$ cat src/design/pfbf_pkg.sv
// Shared types and constants for the planar framebuffer blit and fill block.
`timescale 1ns / 1ps
package pfbf_pkg;
  typedef enum logic [1:0] {
    OP_FILL  = 2'd0,
    OP_BEGIN = 2'd1,
    OP_PIXEL = 2'd2,
    OP_READ  = 2'd3
  } op_t;

  localparam logic [1:0] ST_OK       = 2'd0;
  localparam logic [1:0] ST_OFF      = 2'd1;
  localparam logic [1:0] ST_NO_BLIT  = 2'd2;

  typedef struct packed {
    op_t         op;
    logic [9:0]  pos_x;
    logic [8:0]  pos_y;
    logic [9:0]  rect_width;
    logic [8:0]  rect_height;
    logic [3:0]  color;
    logic [15:0] byte_addr;
  } item_t;

  typedef struct packed {
    logic [1:0]  status;
    logic [31:0] word;
  } result_t;

  // Controller to datapath commands.
  typedef struct packed {
    logic clear_init;
    logic clear_step;
    logic load_item;
    logic fill_start;
    logic fill_step;
    logic exec;
    logic read_issue;
    logic read_cap;
  } cmd_t;

  // Datapath to controller status.
  typedef struct packed {
    logic clear_done;
    logic fill_needed;
    logic fill_last;
    logic is_read;
  } stat_t;

  function automatic logic [31:0] spread4(input logic [7:0] b);
    return {b, b, b, b};
  endfunction
endpackage

$ cat src/design/pfbf_ctrl.sv
// Controller state machine for the planar framebuffer block.
`timescale 1ns / 1ps
module pfbf_ctrl (
  input  logic            clk,
  input  logic            rst,
  input  logic            in_valid,
  output logic            in_ready,
  output logic            res_load,
  input  logic            res_busy,
  input  pfbf_pkg::stat_t stat,
  output pfbf_pkg::cmd_t  cmd
);
  import pfbf_pkg::*;

  typedef enum logic [6:0] {
    S_INIT  = 7'b0000001,
    S_CLEAR = 7'b0000010,
    S_IDLE  = 7'b0000100,
    S_DEC   = 7'b0001000,
    S_FILL  = 7'b0010000,
    S_READ  = 7'b0100000,
    S_DONE  = 7'b1000000
  } state_t;

  state_t state, state_next;

  always_ff @(posedge clk) begin
    if (rst) state <= S_INIT;
    else state <= state_next;
  end

  always_comb begin
    state_next = state;
    cmd = '0;
    in_ready = 1'b0;
    res_load = 1'b0;
    unique case (state)
      S_INIT: begin
        cmd.clear_init = 1'b1;
        state_next = S_CLEAR;
      end
      S_CLEAR: begin
        cmd.clear_step = 1'b1;
        if (stat.clear_done) state_next = S_IDLE;
      end
      S_IDLE: begin
        in_ready = !res_busy;
        if (in_valid && !res_busy) begin
          cmd.load_item = 1'b1;
          state_next = S_DEC;
        end
      end
      S_DEC: begin
        if (stat.is_read) begin
          cmd.read_issue = 1'b1;
          state_next = S_READ;
        end else if (stat.fill_needed) begin
          cmd.fill_start = 1'b1;
          state_next = S_FILL;
        end else begin
          cmd.exec = 1'b1;
          state_next = S_DONE;
        end
      end
      S_FILL: begin
        cmd.fill_step = 1'b1;
        if (stat.fill_last) state_next = S_DONE;
      end
      S_READ: begin
        cmd.read_cap = 1'b1;
        state_next = S_DONE;
      end
      S_DONE: begin
        res_load = 1'b1;
        state_next = S_IDLE;
      end
      default: state_next = S_INIT;
    endcase
  end
endmodule

$ cat config.mk
export PLATFORM = sky130hd
export DESIGN_NAME = pfbf_ctrl
export DESIGN_NICKNAME = d
export VERILOG_FILES = /design/src/design/pfbf_pkg.sv /design/src/design/pfbf_ctrl.sv
export SDC_FILE = /design/constraint.sdc
export NUM_CORES = 1
export LEC_CHECK = 0
export BUFFER_PORTS_ARGS = -buffer_cell sky130_fd_sc_hd__buf_2
export CORE_MARGIN = 2
export CORE_UTILIZATION = 32
export DETAILED_ROUTE_END_ITERATION = 16
export SLEW_MARGIN = 10
export SYNTH_ARGS = -nofsm -noshare
export SYNTH_HDL_FRONTEND = slang
export SYNTH_SLANG_ARGS = --single-unit
$ cat constraint.sdc
create_clock -name clk -period 2.6 [get_ports clk]
set_clock_uncertainty 0.2 [all_clocks]
set_input_delay 0.52 -clock clk [delete_from_list [all_inputs] [get_ports clk]]
set_output_delay 0.52 -clock clk [all_outputs]
set_load 0.02 [all_outputs]
After elaboration in Yosys (flattened, before gate mapping) --
Index checks and enable logic that the tools add are counted. W data, S select, Z words.
Storage, ports and cells: bits in registers 7, latch bits 0, memory bits (writable) 0, bits in read-only memories 0, input port bits 8, output and inout bits 10, word-level logic and storage cells 35, memories kept 0
Cells by class: add/sub/neg operators 0, multipliers 0, div/mod/pow operators 0, $lt $le $gt $ge 0, equality and inequality tests 10, shift-type cells 0, muxes and demuxes 21, bitwise logic cells 0, reductions and logical operators 3
Operators by type and width (number):
- $pmux W7 S7 | 1
- $mux W7 | 5
- $mux W1 | 14
- $eq A7 B1 Y1 const B | 1
- $eq A7 B2 Y1 const B | 1
- $eq A7 B3 Y1 const B | 1
- $eq A7 B4 Y1 const B | 1
- $eq A7 B5 Y1 const B | 1
- $eq A7 B6 Y1 const B | 1
- $eq A7 B7 Y1 const B | 1
- $ne A2 B2 Y1 const B | 3
- $reduce_and A3 Y1 | 1
- $mux W2 | 1
- $logic_and A1 B1 Y1 | 1
- $logic_not A1 Y1 | 1

Depth between registers and ports, before layout --
Gate-level depths: netlist of run 1.
depth after elaboration 4, depth in mapped cells 6, mapped depth without buffers 4

Worst setup path after synthesis of run 1 --
OpenSTA, ideal clock, no wires.
path kind reg2out, from register state[6], to output cmd[5] in the netlist's numbering, arrival time 1.699 ns, data required time 1.880 ns, slack 0.181 ns, stages on the path, launching flop included 4, buffers on the path 0, cell sequence dfxtp_1 -> or4_4 -> or4b_4 -> nor2_1
RTL lines:
- start: declaration | RTL line pfbf_ctrl.sv:25 | state_t state, state_next;
- start signal: assignment | RTL line pfbf_ctrl.sv:29 | else state <= state_next;
- end: declaration | RTL line pfbf_ctrl.sv:11 | output pfbf_pkg::cmd_t cmd

==> results.sh, run 1 <==
export IMPL_port_buffer_count=17
export IMPL_syn_num_nets=67
export IMPL_grt_max_degree=10
export IMPL_fin_crit_ns=2.59
export IMPL_rsz0062_at_grt="yes"
export IMPL_wl_per_cell_um=13.6
export IMPL_io_pin_count=18
export IMPL_power_leakage_uw=0.000320
export IMPL_route_vias_total=536
export IMPL_largest_register_ff_count=7
export IMPL_min_period_over_period_pct=99.5
export IMPL_grt_ovfl_total=0
export IMPL_drt_iter0_markers=17
export IMPL_via_per_inst=5.53
export IMPL_antenna_found_initial=0
export IMPL_cts_tree="yes"
export IMPL_largestRegisters="state (7)"
export IMPL_finalNetCount=90
export IMPL_drive_above_1_share_pct=45.7
export IMPL_worst_ep_arrival_time_ns=1.87
export IMPL_top_register="state"
export IMPL_drv_slew=0
export IMPL_firstDrtPassIters=4
export IMPL_finalSetupTns_ns=0
export IMPL_core_area_um2=1470
export IMPL_synthSimpleGateAreaFrac_pct=47.8
export IMPL_setup_violations=0
export IMPL_vdd_drop_max_v=0.000213
export IMPL_max_cap_violations=0
export IMPL_die_area_um2=1850
export IMPL_track_usage_pct=15.1
export IMPL_synth_xor_area_share_pct=3.60
export IMPL_hp_start="rst"
export IMPL_synth_top_family_by_area="simple AND/OR/NAND/NOR gates"
export IMPL_yosysTopAreaCell="dfxtp_1"
export IMPL_rrSetupSlack_ns=0.50
export IMPL_cts_max_level=1
export IMPL_tightest_slew_ns=0.320
export IMPL_cp_required_ns=1.88
export IMPL_drc=0
export IMPL_hold_violations=0
export IMPL_synthAdderAreaFrac_pct=0
export IMPL_clockBufferDepth=2
export IMPL_r2r_start="state[4]"
export IMPL_clockRootBuffer="clkbuf_4"
export IMPL_relSlewSlack_pct=78.4
export IMPL_ant_nets=0
export IMPL_grt_first_pass_wirelength_um=2050
export IMPL_end_kind="output pin"
export IMPL_cp_max_fo=3
export IMPL_status="completed"
export IMPL_synth_edf_count=0
export IMPL_netlist_area_um2=487
export IMPL_num_antenna_cells=0
export IMPL_synth_top_flop_cell="dfxtp_1"
export IMPL_r2r_cells=5
export IMPL_grt_pass1_vias=496
export IMPL_p_per_area_nw_per_um2=465
export IMPL_cts_sinks=7
export IMPL_insertion_delay_ns=0.27
export IMPL_start_util_pct=33.1
export IMPL_cp_start_kind="flip-flop"
export IMPL_hpwl_um=894
export IMPL_ys_warn_count=0
export IMPL_yosysSeqAreaShare_pct=28.8
export IMPL_timing_rr_end="state[6]"
export IMPL_fp_dieW_um=43
export IMPL_worstSetupPathType="flip-flop to output pin"
export IMPL_wirelength_um=1320
export IMPL_syn_inst=59
export IMPL_syn2layout_area_growth_pct=34.4
export IMPL_final_common_cell="buf_2"
export IMPL_synth_area_mux_share_pct=0
export IMPL_gp_congestion=0.808
export IMPL_ys_ff_latch=7
export IMPL_fp_dieH_um=43
export IMPL_hold_end="state[2]"
export IMPL_synth_compound_area_share_pct=11.3
export IMPL_yosysUniqueCellTypes=31
export IMPL_synthArstFlopShare_pct=0
export IMPL_holdPathStages=2
export IMPL_fmax_mhz=387
export IMPL_numCtsBuffers=3
export IMPL_finalPower_uw=305
export IMPL_hp_class="input pin to flip-flop"
export IMPL_layout_common_cells="buf_2, buf_4, dfxtp_1, nor2_1"
export IMPL_synthTopCellsByArea="dfxtp_1, buf_4, nor2_1, nor3b_1, and3_1"
export IMPL_clk_pin_slew_ns=0.06
export IMPL_rows=14
export IMPL_synth_top_area_share_pct=28.8
export IMPL_avgSynthCellArea_um2=8.25
critical path, stage by stage (launching register included):
cell and delay (ns):
dfxtp_1 0.31, or4_4 0.54, or4b_4 0.52, nor2_2 0.11, buf_6 0.12
timing repair:
item,4_1_cts,5_1_grt
resized for setup,3,4
endpoints found under the setup margin,2,3
hold buffers,0,0
pin swaps,3,1
setup buffers,3,0
stage by stage:
step	hold slack [ns]	instance area [µm²]	setup slack, ns	utilization (%)	cells
finish	0.238	654	0.0133	44.5	97
global route	0.232	654	-0.0388	44.5	97
CTS	0.243	639	-0.0135	43.5	97
detailed placement	0.475	584	0.182	39.7	90
global placement	0.462	584	0.207	39.7	90
floorplan	0.382	487	0.181	-	59
Yosys cell counts (2+ instances only):
master / count
nor4_1: 2
nand2_1: 3
nand2b_1: 2
xor2_1: 2
clkbuf_1: 2
inv_1: 3
buf_4: 3
o21ai_0: 2
nor3b_1: 3
nor3_1: 3
dfxtp_1: 7
and3_1: 3
nor2_1: 6
report_power, final:
part           internal, µW  leakage (µW)  switching, µW  total, µW
Clock                  59.2     0.0000150           49.8        109
Combinational          35.7      0.000247           39.2       74.9
Sequential              113     0.0000575           7.82        121
kinds of logic after synthesis:
logic type      count (synthesis)
flops                           7
xor+xnor                        2
compound gates                  8
buf+inv                         8
simple gates                   34
cell type report:
cell class                 count  area [µm²]
clock buffer                   4        26.3
fill                         145         817
inverter                       3        11.3
multi-input combinational     44         317
sequential                     7         141
tap                           16        20.0
timing repair buffer          23         139
per-layer routing:
metal | part of all wire [%] | global-route usage (%) | vias to the layer above
met5 | 0 | 0 | -
met4 | 3.1 | 10.9 | 0
met3 | 5.2 | 3.83 | 5
met2 | 49 | 24.8 | 18
met1 | 43 | 16.5 | 251
li1 | - | - | 262
how the worst max path moves through the flow:
stage,from,end,slack (ns),depth (start not counted)
after floorplan,state[6],cmd[5],0.18,3
after global placement,state[6],cmd[5],0.21,4
after detailed placement,state[6],cmd[5],0.18,4
after CTS,state[4],cmd[5],-0.01,4
after global routing,state[4],cmd[5],-0.04,4
final,state[4],cmd[5],0.01,4
Note: power is estimated with default switching activity, not from simulation.
==> run 2, diff against run 1 <==
--- a/config.mk
+++ b/config.mk
@@ -6,9 +6,9 @@
 export NUM_CORES = 1
 export LEC_CHECK = 0
 export BUFFER_PORTS_ARGS = -buffer_cell sky130_fd_sc_hd__buf_2
-export CORE_MARGIN = 2
-export CORE_UTILIZATION = 32
+export CORE_AREA = 2 2 39 41
 export DETAILED_ROUTE_END_ITERATION = 16
+export DIE_AREA = 0 0 41 43
 export SLEW_MARGIN = 10
 export SYNTH_ARGS = -nofsm -noshare
 export SYNTH_HDL_FRONTEND = slang
==> run 2 against run 1 <==
  * Sequential cell count unchanged
  * Die area down 4.7%
  * Via count down 7.8%
  * Fmax down 0.20%
  * Core utilization up 2.1 points
  * Final cell count down 1.0%
  * Critical path depth unchanged
==> results.sh, run 2 (synthesized netlist as in run 1, its figures left out) <==
export IMPL_status="completed"
export IMPL_hold_violations=0
export IMPL_min_period_over_period_pct=99.7
export IMPL_fin_crit_ns=2.59
export IMPL_ant_nets=0
export IMPL_critical_path_cell_chain="or4_4 -> or4b_4 -> nor2_1 -> buf_4"
export IMPL_worstSetupPathType="flip-flop to output pin"
export IMPL_cts_hold_fix_buffers=0
export IMPL_clk_pin_slew_ns=0.05
export IMPL_hp_start="rst"
export IMPL_critical_path_top_delay_family="simple AND/OR/NAND/NOR gates"
export IMPL_max_cap_violations=0
export IMPL_wirelength_um=1150
export IMPL_crit_slowest_cell="or4_4"
export IMPL_core_area_um2=1380
export IMPL_utilization_pct=46.6
export IMPL_startpoint="state[6]"
export IMPL_end_kind="output pin"
export IMPL_grt_pass1_vias=444
export IMPL_setup_ws_ns=0.00799
export IMPL_met2_length_um=573
export IMPL_syn2layout_area_growth_pct=32.4
export IMPL_num_antenna_cells=0
export IMPL_hold_end="state[2]"
export IMPL_finalNetCount=89
export IMPL_hp_class="input pin to flip-flop"
export IMPL_firstDrtPassIters=4
export IMPL_cp_required_ns=1.88
export IMPL_start_util_pct=35.2
export IMPL_timing_rr_end="state[6]"
export IMPL_drc=0
export IMPL_via_per_inst=5.15
export IMPL_setup_violations=0
export IMPL_grt_first_pass_wirelength_um=1900
export IMPL_drive_above_1_share_pct=43.8
export IMPL_fmax_mhz=386
export IMPL_top_register="state"
export IMPL_cts_sinks=7
export IMPL_tightest_slew_ns=0.322
export IMPL_crit_path_max_incr_delay_ns=0.53
export IMPL_relSlewSlack_pct=78.4
export IMPL_cp_max_fo=6
export IMPL_clockRootBuffer="clkbuf_4"
export IMPL_vdd_drop_max_v=0.000276
export IMPL_clockBufferDepth=2
export IMPL_wl_per_cell_um=12.0
export IMPL_grt_max_degree=10
export IMPL_insertion_delay_ns=0.25
export IMPL_port_buffer_count=17
export IMPL_finalHoldWorstSlack_ns=0.254
export IMPL_numCtsBuffers=3
export IMPL_drv_slew=0
export IMPL_track_usage_pct=15.8
export IMPL_power_leakage_uw=0.000317
export IMPL_route_met3_wl_um=69
export IMPL_rsz0062_at_grt="yes"
export IMPL_cts_max_level=1
export IMPL_r2r_cells=5
export IMPL_io_pin_count=18
export IMPL_fp_dieH_um=43
export IMPL_nFillCells=148
export IMPL_r2r_start="state[6]"
export IMPL_holdPathStages=2
export IMPL_crit_buf_inv=1
export IMPL_p_per_area_nw_per_um2=453
export IMPL_rows=14
export IMPL_wl_met1_um=508
export IMPL_antenna_found_initial=0
export IMPL_grt_ovfl_total=0
export IMPL_final_common_cell="buf_2"
export IMPL_cp_start_kind="flip-flop"
export IMPL_largest_register_ff_count=7
export IMPL_gp_congestion=0.832
export IMPL_fp_dieW_um=41
export IMPL_route_vias_total=494
export IMPL_die_area_um2=1760
export IMPL_worst_ep_arrival_time_ns=1.87
export IMPL_largestRegisters="state (7)"
export IMPL_top_layer="met3"
export IMPL_layout_common_cells="buf_2, buf_4, nor2_1, dfxtp_1"
export IMPL_cts_tree="yes"
export IMPL_drt_iter0_markers=11
export IMPL_rrSetupSlack_ns=0.48
export IMPL_post_place_ws_ns=0.194
run 2: changes by cell type in the layout (fill, tap and decap cells not counted):
cell | before | now
nor4b_2 | 0 | 1
buf_6 | 1 | 0
nor4b_1 | 1 | 0
nor2_2 | 2 | 0
nor2_1 | 4 | 6
run 2: worst reg2reg max path: stages, from the launching register on:
cell,delay [ns]
dfxtp_2,0.33
or4_4,0.53
or4b_4,0.51
buf_4,0.16
nand2b_4,0.14
nor3b_1,0.14
run 2: layout make-up:
class / count / area (µm²) / area share [%]
multi-input cells: 44 / 318 / 49.3
flip-flops and latches: 7 / 141 / 21.9
well taps: 16 / 20.0 / 3.11
clock buffers: 4 / 26.3 / 4.08
inverters: 3 / 11.3 / 1.75
repair buffers: 22 / 128 / 19.8
run 2: worst max-delay path by stage:
stage               cells past startpoint  slack (ns)       end
global route                            4       -0.07    cmd[5]
global placement                        4        0.20    cmd[5]
CTS                                     4       0.002  in_ready
detailed placement                      4        0.19    cmd[5]
floorplan                               3        0.18    cmd[5]
finish                                  4       0.008  in_ready
run 2: metrics by stage:
step                      instances  area (µm²)  setup TNS (ns)  power, µW
after floorplan                  59         487               0        163
after global placement           90         584               0        190
after detailed placement         90         584               0        189
after CTS                        96         632               0        294
after global routing             96         644          -0.139        309
final                            96         644               0        292
run 2: metal layers:
metal / vias up / global-route usage [%]
met2: 9 / 24.4
met4: 0 / 0
met5: - / 0
met1: 227 / 19.6
li1: 258 / -
met3: 0 / 9.42
run 2: repair_timing:
item                                    CTS  global route
buffers inserted                          2             0
endpoints found under the setup margin    2             4
resized for setup                         3             2
pin swaps                                 2             0
run 2: report_power, final:
part	internal (µW)	total (µW)	leakage, µW	switching (µW)
Combinational	37.0	73.1	0.000244	36.1
Sequential	113	121	0.0000575	7.52
Clock	58.5	98.0	0.0000150	39.5
Total	209	292	0.000317	83.1
